## src/hdl/fbpa_pkg.sv

```systemverilog
package fbpa_pkg;

    // Request kinds carried in the action field.
    typedef enum logic [1:0] {
        ACT_ALLOC = 2'd0,
        ACT_FREE  = 2'd1,
        ACT_CHECK = 2'd2,
        ACT_NONE  = 2'd3
    } t_action;

    // Result status codes.
    typedef enum logic [1:0] {
        STS_OK        = 2'd0,
        STS_FULL      = 2'd1,
        STS_NOT_START = 2'd2,
        STS_RSVD      = 2'd3
    } t_status;

    // Configuration register indexes.
    localparam logic REG_POOL_BASE   = 1'b0;
    localparam logic REG_BLOCK_BYTES = 1'b1;

    localparam logic [15:0] BLOCK_BYTES_RESET = 16'd16;

    // Commands from the controller to the datapath.
    typedef struct packed {
        logic load;    // capture a new item and rewind the scan
        logic step;    // advance the scan to the next block
        logic commit;  // finish the item: update the map and the result
    } t_dp_cmd;

    // Status from the datapath to the controller.
    typedef struct packed {
        logic hit;     // the current block ends the scan
        logic last;    // the current block is the final one
        logic none;    // the item has no work (unknown action)
    } t_dp_stat;

endpackage

```

## src/hdl/fbpa_ctrl.sv

```systemverilog
module fbpa_ctrl (
    input  logic               i_clk,
    input  logic               i_rst_n,
    input  logic               i_start,
    input  fbpa_pkg::t_dp_stat i_stat,
    output fbpa_pkg::t_dp_cmd  o_cmd,
    output logic               o_busy,
    output logic               o_done
);

    typedef enum logic [2:0] {
        ST_IDLE = 3'b001,
        ST_SCAN = 3'b010,
        ST_RESP = 3'b100
    } t_state;

    t_state r_state;
    t_state n_state;
    logic   w_finish;

    assign w_finish = i_stat.hit || i_stat.last || i_stat.none;

    always_comb begin
        n_state      = r_state;
        o_cmd.load   = 1'b0;
        o_cmd.step   = 1'b0;
        o_cmd.commit = 1'b0;
        unique case (r_state)
            ST_IDLE: begin
                if (i_start) begin
                    o_cmd.load = 1'b1;
                    n_state    = ST_SCAN;
                end
            end
            ST_SCAN: begin
                if (w_finish) begin
                    o_cmd.commit = 1'b1;
                    n_state      = ST_RESP;
                end else begin
                    o_cmd.step = 1'b1;
                end
            end
            ST_RESP: begin
                n_state = ST_IDLE;
            end
            default: begin
                n_state = ST_IDLE;
            end
        endcase
    end

    always_ff @(posedge i_clk) begin
        if (!i_rst_n) begin
            r_state <= ST_IDLE;
        end else begin
            r_state <= n_state;
        end
    end

    assign o_busy = (r_state != ST_IDLE);
    assign o_done = (r_state == ST_RESP);

endmodule

```

## src/hdl/fbpa_dp.sv

```systemverilog
module fbpa_dp #(
    parameter int NUM_BLOCKS = 32
) (
    input  logic               i_clk,
    input  logic               i_rst_n,
    input  fbpa_pkg::t_dp_cmd  i_cmd,
    output fbpa_pkg::t_dp_stat o_stat,
    input  logic [1:0]         i_action,
    input  logic [31:0]        i_address,
    input  logic [31:0]        i_pool_base,
    input  logic [15:0]        i_block_bytes,
    output logic [1:0]         o_status,
    output logic [31:0]        o_granted_address,
    output logic               o_block_in_use,
    output logic [5:0]         o_free_blocks,
    output logic               o_any_free
);

    localparam int IW = (NUM_BLOCKS > 1) ? $clog2(NUM_BLOCKS) : 1;
    localparam int TW = $clog2(NUM_BLOCKS + 1);
    localparam logic [IW-1:0] IDX_LAST = IW'(NUM_BLOCKS - 1);

    fbpa_pkg::t_action       r_act,     n_act;
    logic [31:0]             r_addr,    n_addr;
    logic [IW-1:0]           r_idx,     n_idx;
    logic [31:0]             r_start,   n_start;
    logic                    r_seen,    n_seen;
    logic [NUM_BLOCKS-1:0]   r_use_map, n_use_map;
    logic [TW-1:0]           r_tally,   n_tally;
    fbpa_pkg::t_status       r_status,  n_status;
    logic [31:0]             r_granted, n_granted;
    logic                    r_inuse,   n_inuse;

    logic                    w_match;
    logic                    w_cur_used;
    logic                    w_hit;
    logic [TW+5:0]           w_tally_ext;

    assign w_match    = (r_start == r_addr);
    assign w_cur_used = r_use_map[r_idx];

    always_comb begin
        unique case (r_act)
            fbpa_pkg::ACT_ALLOC: w_hit = !w_cur_used;
            fbpa_pkg::ACT_FREE:  w_hit = w_match;
            fbpa_pkg::ACT_CHECK: w_hit = w_match && w_cur_used;
            default:             w_hit = 1'b0;
        endcase
    end

    assign o_stat.hit  = w_hit;
    assign o_stat.last = (r_idx == IDX_LAST);
    assign o_stat.none = (r_act == fbpa_pkg::ACT_NONE);

    always_comb begin
        n_act     = r_act;
        n_addr    = r_addr;
        n_idx     = r_idx;
        n_start   = r_start;
        n_seen    = r_seen;
        n_use_map = r_use_map;
        n_tally   = r_tally;
        n_status  = r_status;
        n_granted = r_granted;
        n_inuse   = r_inuse;

        if (i_cmd.load) begin
            n_act   = fbpa_pkg::t_action'(i_action);
            n_addr  = i_address;
            n_idx   = '0;
            n_start = i_pool_base;
            n_seen  = 1'b0;
        end

        if (i_cmd.step) begin
            n_idx   = r_idx + IW'(1);
            n_start = r_start + {16'd0, i_block_bytes};
            n_seen  = r_seen || w_match;
        end

        if (i_cmd.commit) begin
            n_status  = fbpa_pkg::STS_OK;
            n_granted = '0;
            n_inuse   = 1'b0;
            unique case (r_act)
                fbpa_pkg::ACT_ALLOC: begin
                    if (w_hit) begin
                        n_use_map[r_idx] = 1'b1;
                        n_tally          = r_tally - TW'(1);
                        n_granted        = r_start;
                    end else begin
                        n_status = fbpa_pkg::STS_FULL;
                    end
                end
                fbpa_pkg::ACT_FREE: begin
                    if (w_hit) begin
                        // Freeing a block that is already free changes nothing.
                        if (w_cur_used) begin
                            n_use_map[r_idx] = 1'b0;
                            n_tally          = r_tally + TW'(1);
                        end
                    end else begin
                        n_status = fbpa_pkg::STS_NOT_START;
                    end
                end
                fbpa_pkg::ACT_CHECK: begin
                    if (!(r_seen || w_match)) begin
                        n_status = fbpa_pkg::STS_NOT_START;
                    end
                    n_inuse = w_hit;
                end
                default: begin
                    n_status = fbpa_pkg::STS_OK;
                end
            endcase
        end
    end

    always_ff @(posedge i_clk) begin
        if (!i_rst_n) begin
            r_use_map <= '0;
            r_tally   <= TW'(NUM_BLOCKS);
        end else begin
            r_use_map <= n_use_map;
            r_tally   <= n_tally;
        end
    end

    always_ff @(posedge i_clk) begin
        r_act     <= n_act;
        r_addr    <= n_addr;
        r_idx     <= n_idx;
        r_start   <= n_start;
        r_seen    <= n_seen;
        r_status  <= n_status;
        r_granted <= n_granted;
        r_inuse   <= n_inuse;
    end

    assign w_tally_ext       = {6'd0, r_tally};
    assign o_status          = r_status;
    assign o_granted_address = r_granted;
    assign o_block_in_use    = r_inuse;
    assign o_free_blocks     = w_tally_ext[5:0];
    assign o_any_free        = (r_tally != '0);

endmodule

```

## src/hdl/fixed_block_pool_allocator.sv

```systemverilog
// Channel   | Direction | Handshake                 | Payload
// ----------+-----------+---------------------------+-----------------------------------
// request   | in        | start, busy               | i_action, i_address
// result    | out       | o_done (one-cycle strobe) | o_status, o_granted_address,
//           |           |                           | o_block_in_use, o_free_blocks,
//           |           |                           | o_any_free
// config    | in        | psel, penable, pwrite     | paddr, pwdata, prdata, pready
//
// An accepted item is scanned from the first block, and its result is strobed once
// the scan has visited k (1 to NUM_BLOCKS) blocks and reached the block that
// settles the request; one block is visited per cycle by a single 32-bit adder
// and comparator. busy stays high through the strobe cycle.
// Reset is synchronous and active low; it marks every block free and loads
// the registers with pool base 0 and block size 16. The receiver cannot stall.
module fixed_block_pool_allocator #(
    parameter int NUM_BLOCKS = 32
) (
    input  logic        i_clk,
    input  logic        i_rst_n,
    // Request channel.
    input  logic        start,
    output logic        busy,
    input  logic [1:0]  i_action,
    input  logic [31:0] i_address,
    // Result channel.
    output logic        o_done,
    output logic [1:0]  o_status,
    output logic [31:0] o_granted_address,
    output logic        o_block_in_use,
    output logic [5:0]  o_free_blocks,
    output logic        o_any_free,
    // Configuration port.
    input  logic        psel,
    input  logic        penable,
    input  logic        pwrite,
    input  logic [2:0]  paddr,
    input  logic [31:0] pwdata,
    output logic [31:0] prdata,
    output logic        pready
);

    fbpa_pkg::t_dp_cmd  w_cmd;
    fbpa_pkg::t_dp_stat w_stat;

    logic [31:0] r_pool_base;
    logic [15:0] r_block_bytes;
    logic        w_wr;
    logic        w_reg_sel;

    // The registers are word aligned, so the word address bit selects one.
    assign w_reg_sel = paddr[2];
    assign w_wr      = psel && penable && pwrite && pready;
    assign pready    = 1'b1;

    always_ff @(posedge i_clk) begin
        if (!i_rst_n) begin
            r_pool_base   <= '0;
            r_block_bytes <= fbpa_pkg::BLOCK_BYTES_RESET;
        end else if (w_wr) begin
            if (w_reg_sel == fbpa_pkg::REG_POOL_BASE) begin
                r_pool_base <= pwdata;
            end else begin
                r_block_bytes <= pwdata[15:0];
            end
        end
    end

    always_comb begin
        if (w_reg_sel == fbpa_pkg::REG_BLOCK_BYTES) begin
            prdata = {16'd0, r_block_bytes};
        end else begin
            prdata = r_pool_base;
        end
    end

    // The controller sequences load, scan and commit; the datapath walks the
    // block starts one per cycle and holds the in-use map and the free count.
    fbpa_ctrl u_ctrl (
        .i_clk   (i_clk),
        .i_rst_n (i_rst_n),
        .i_start (start),
        .i_stat  (w_stat),
        .o_cmd   (w_cmd),
        .o_busy  (busy),
        .o_done  (o_done)
    );

    fbpa_dp #(
        .NUM_BLOCKS (NUM_BLOCKS)
    ) u_dp (
        .i_clk             (i_clk),
        .i_rst_n           (i_rst_n),
        .i_cmd             (w_cmd),
        .o_stat            (w_stat),
        .i_action          (i_action),
        .i_address         (i_address),
        .i_pool_base       (r_pool_base),
        .i_block_bytes     (r_block_bytes),
        .o_status          (o_status),
        .o_granted_address (o_granted_address),
        .o_block_in_use    (o_block_in_use),
        .o_free_blocks     (o_free_blocks),
        .o_any_free        (o_any_free)
    );

`ifndef SYNTHESIS
    // An accepted item keeps the block busy in the next cycle.
    a_accept_busy: assert property (@(posedge i_clk) disable iff (!i_rst_n)
        (start && !busy) |=> busy)
        else $error("block not busy after accepting an item");

    // Every result is a single-cycle strobe.
    a_done_pulse: assert property (@(posedge i_clk) disable iff (!i_rst_n)
        o_done |=> !o_done)
        else $error("result strobe held for more than one cycle");

    // A full pool grants no address.
    a_full_no_grant: assert property (@(posedge i_clk) disable iff (!i_rst_n)
        (o_done && o_status == fbpa_pkg::STS_FULL) |-> (o_granted_address == 32'd0))
        else $error("address granted while reporting a full pool");

    // A block reported in use must have been found at a block start.
    a_inuse_ok: assert property (@(posedge i_clk) disable iff (!i_rst_n)
        (o_done && o_block_in_use) |-> (o_status == fbpa_pkg::STS_OK))
        else $error("block reported in use with a failing status");
`endif

endmodule
```

## config.mk

```make
export PLATFORM = sky130hd
export DESIGN_NAME = fixed_block_pool_allocator
export DESIGN_NICKNAME = d
export VERILOG_FILES = /design/src/hdl/fbpa_pkg.sv /design/src/hdl/fbpa_ctrl.sv /design/src/hdl/fbpa_dp.sv /design/src/hdl/fixed_block_pool_allocator.sv
export SDC_FILE = /design/constraint.sdc
export NUM_CORES = 1
export LEC_CHECK = 0
export ABC_AREA = 0
export CAP_MARGIN = 20
export CORE_ASPECT_RATIO = 1.2
export CORE_MARGIN = 1.5
export CORE_UTILIZATION = 66
export CTS_BUF_LIST = sky130_fd_sc_hd__clkbuf_2 sky130_fd_sc_hd__clkbuf_4 sky130_fd_sc_hd__clkbuf_8
export DETAILED_ROUTE_END_ITERATION = 10
export DONT_BUFFER_PORTS = 1
export GPL_TIMING_DRIVEN = 0
export PLACE_DENSITY_LB_ADDON = 0.3
export RECOVER_POWER = 100
export SLEW_MARGIN = 20
export SYNTH_ARGS = -nofsm -noshare
export SYNTH_HDL_FRONTEND = slang
export SYNTH_SLANG_ARGS = --single-unit
```

## constraint.sdc

```tcl
create_clock -name i_clk -period 4.5 [get_ports i_clk]
set_input_delay 0.45 -clock i_clk [delete_from_list [all_inputs] [get_ports i_clk]]
set_output_delay 0.45 -clock i_clk [all_outputs]
set_load 0.02 [all_outputs]
```

==> metrics.md <==
| Metric | Value |
|---|---|
| Synth Cell Area | `9810 sq um` |
| Largest cells by area after synthesis | `edfxtp_1 (33%), dfxtp_1 (18%), nand2_1 (4.7%)` |
| Post-route ant nets | `0` |
| Area delta synth->final | `6.71%` |
| Slew HR | `-11.3%` |
| Number of detailed-route iterations in the first pass | `5` |
| WS Path Type | `reg -> reg` |
| Int Power | `2.70 mW` |
| Total number of vias | `7099` |
| Hold path cells | `0` |
| CTS resizes | `0` |
| Final nets | `1020` |
| Final count of hold timing violations | `0` |
| Post-synth top flop | `edfxtp_1` |
| Final WL | `23.8 mm` |
| Largest net degree at the start of global routing | `30` |
| FFs w/ async S/R, synth | `0%` |
| Cell taking the most area after synthesis | `edfxtp_1` |
| Cell count after synthesis | `896` |
| Syn Nets | `998` |
| CTS tree | `done` |
| Worst-skew pair later-pin latency | `490 ps` |
| Yosys reg bits | `196` |
| VDD IR max | `0.196 mV` |
| Actual slew at the worst max-slew pin | `1670 ps` |
| Peak Freq | `0.252 GHz` |
| Port Buffer Count | `0` |
| Min-Delay Path Class | `in -> reg` |
| Rows | `48` |
| R2R depth | `10` |
| Switching power | `917 uW` |
| Critical-path maximum fanout | `10` |
| Netlist cell types | `66` |
| Filler instances | `1022` |
| Top Ports | `152` |
| Clk sinks | `196` |
| Worst Setup End Kind | `flop` |
| Share of cells above drive strength 1 | `6.66%` |
| Initial Util | `67.8%` |
| Setup TNS | `0 ps` |
| Clock root buffer | `clkbuf_8` |
| Worst setup margin | `527 ps` |
| Die width | `114 um` |
| Setup bufs post-CTS | `0` |
| Sw Ratio | `25.3%` |
| Synth cell count leaders | `nand2_1 (124), edfxtp_1 (107), dfxtp_1 (89)` |
| Pre-CTS setup slack | `858 ps` |
| Clk buf depth | `2` |
| Vias per cell | `6.27` |
| Post-synth EDFFs | `107` |
| CTS Hold Bufs | `0` |
| CTS buffer count | `17` |
| Most frequent cell after synthesis | `nand2_1` |
| DRC | `0` |
| Final setup vio count | `0` |
| Core box area | `14500 sq um` |
| Tcrit/Tclk final | `88.3%` |
| CTS H-tree lvls | `4` |
| Vias in the first global route | `6946` |
| Top cell type's share of synthesized area | `32.7%` |
| Hpwl dp | `17.7 mm` |
| Utilization after layout | `72.3%` |
| First-pass GRT wire length | `36.8 mm` |
| Max Slew Vio Count | `29` |
| GRT Total Usage | `31.4%` |
| PD cells | `346 nW/um^2` |
| Critical Path Start Type | `flop` |
| DIE HEIGHT | `137 um` |
| Syn Area/Cell | `11.0 sq um` |
| Fin crit period | `3970 ps` |
| Initial antenna violation count | `2` |
| Reg power frac | `55.8%` |
| Lkg Pwr | `3.75 nW` |
| Synth Warn # | `0` |
| CP required | `4740 ps` |
| CP arrival | `4210 ps` |
| Die Area | `15600 sq um` |
| RSZ-0062 raised after global routing | `false` |
| Routability cong. | `0.938` |
| Post-synthesis sequential area ratio | `50.9%` |
| Clock Power Share | `35.1%` |
| Total grt overflow | `0` |
| Status | `finished, violations left` |
| Reg clk slew, reported paths | `100 ps` |
| Setup Skew | `21.5 ps` |
| Failing checks | `capacitance limit, slew limit` |
| Max Cap Viol | `1` |
| WL/cell | `21.0 um` |
| DR iter-0 viols | `576` |
| Logic pwr share | `9.1%` |
## path summary, 6_finish.rpt
check | startpoint | endpoint | slack, ps
min | i_address[4] | u_dp.r_addr[4] | 50
min reg2reg | flop | flop | 490
max | u_dp.r_idx[0] | u_dp.r_start[14] | 530
max reg2reg | u_dp.r_idx[0] | u_dp.r_start[14] | 530
## worst max-delay path: stages (launching register included)
cell and delay [ps]:
edfxtp_1 410, buf_6 150, buf_6 180, mux4_2 520
a22oi_1 250, nand3_1 200, a21oi_1 390, o21bai_1 210
nor4_4 600, clkbuf_2 430, mux2_1 380
## cell usage in the layout (no fill, tap or decap), types with 4 or more instances in the layout
cell type	n
nor2b_1	37
o21bai_1	20
or3_1	6
bufinv_16	4
and3_1	7
and2_0	24
xor2_1	11
a211oi_1	4
nand3b_1	4
nand2b_1	7
o311a_1	16
a21o_1	6
nand3_1	27
buf_6	4
and2_1	18
clkbuf_1	44
mux2_1	27
nor2_1	30
inv_1	11
clkbuf_8	17
edfxtp_1	107
o21a_1	4
nand2_1	124
mux2_2	8
a31oi_1	5
ha_1	25
xnor2_1	51
a21oi_1	29
mux4_2	4
o21ai_0	13
nor3_1	4
nand4_1	16
dfxtp_1	89
mux2i_1	23
a21boi_0	48
## logic make-up (layout without fill, tap and decap cells)
logic type | count (synthesis) | count (layout) | synth area share (%)
simple gates | 320 | 320 | 16.6
other cells | 1 | 3 | 0.0382
compound gates | 163 | 163 | 12.3
flops | 196 | 196 | 50.9
xor+xnor | 62 | 62 | 5.53
mux | 64 | 64 | 8.05
fa+ha+maj | 27 | 27 | 3.60
buf+inv | 63 | 98 | 2.98
## layer usage
layer / share of wire [%] / GRT usage (%) / vias to the layer above / wire length, um
met2: 49 / 53.8 / 362 / 11700
met5: 0.029 / 0 / - / 7
met3: 8.0 / 6.91 / 70 / 1900
met4: 3.3 / 11.9 / 2 / 784
met1: 39 / 39.0 / 3418 / 9370
li1: - / - / 3247 / -
## cell type report
cell class | count | area [sq um] | area share, %
flip-flops and latches | 196 | 4990 | 47.7
multi-input cells | 637 | 4450 | 42.5
well taps | 200 | 250 | 2.39
clock buffers | 18 | 241 | 2.31
plain buffers | 52 | 239 | 2.28
clock inverters | 14 | 200 | 1.91
repair buffers | 3 | 43.8 | 0.418
inverters | 11 | 41.3 | 0.394
diodes | 2 | 5.00 | 0.0478
## power groups by stage
stage	clock [mW]	combinational [mW]	sequential [mW]
after global routing	1.34	0.358	2.03
after detailed placement	0	0.336	2.06
after floorplan	0	0.253	2.04
after global placement	0	0.312	2.06
final	1.27	0.328	2.02
after CTS	1.27	0.339	2.02
## stage by stage
step                power, mW  cells  hold slack (ps)  instance area (sq um)
floorplan                2.29    896              438                   9810
global placement         2.37   1096              466                  10100
detailed placement       2.39   1099              469                  10100
CTS                      3.63   1131             37.7                  10600
global route             3.72   1132             25.4                  10500
finish                   3.62   1133             47.1                  10500
Note: power is estimated with default switching activity, not from simulation.
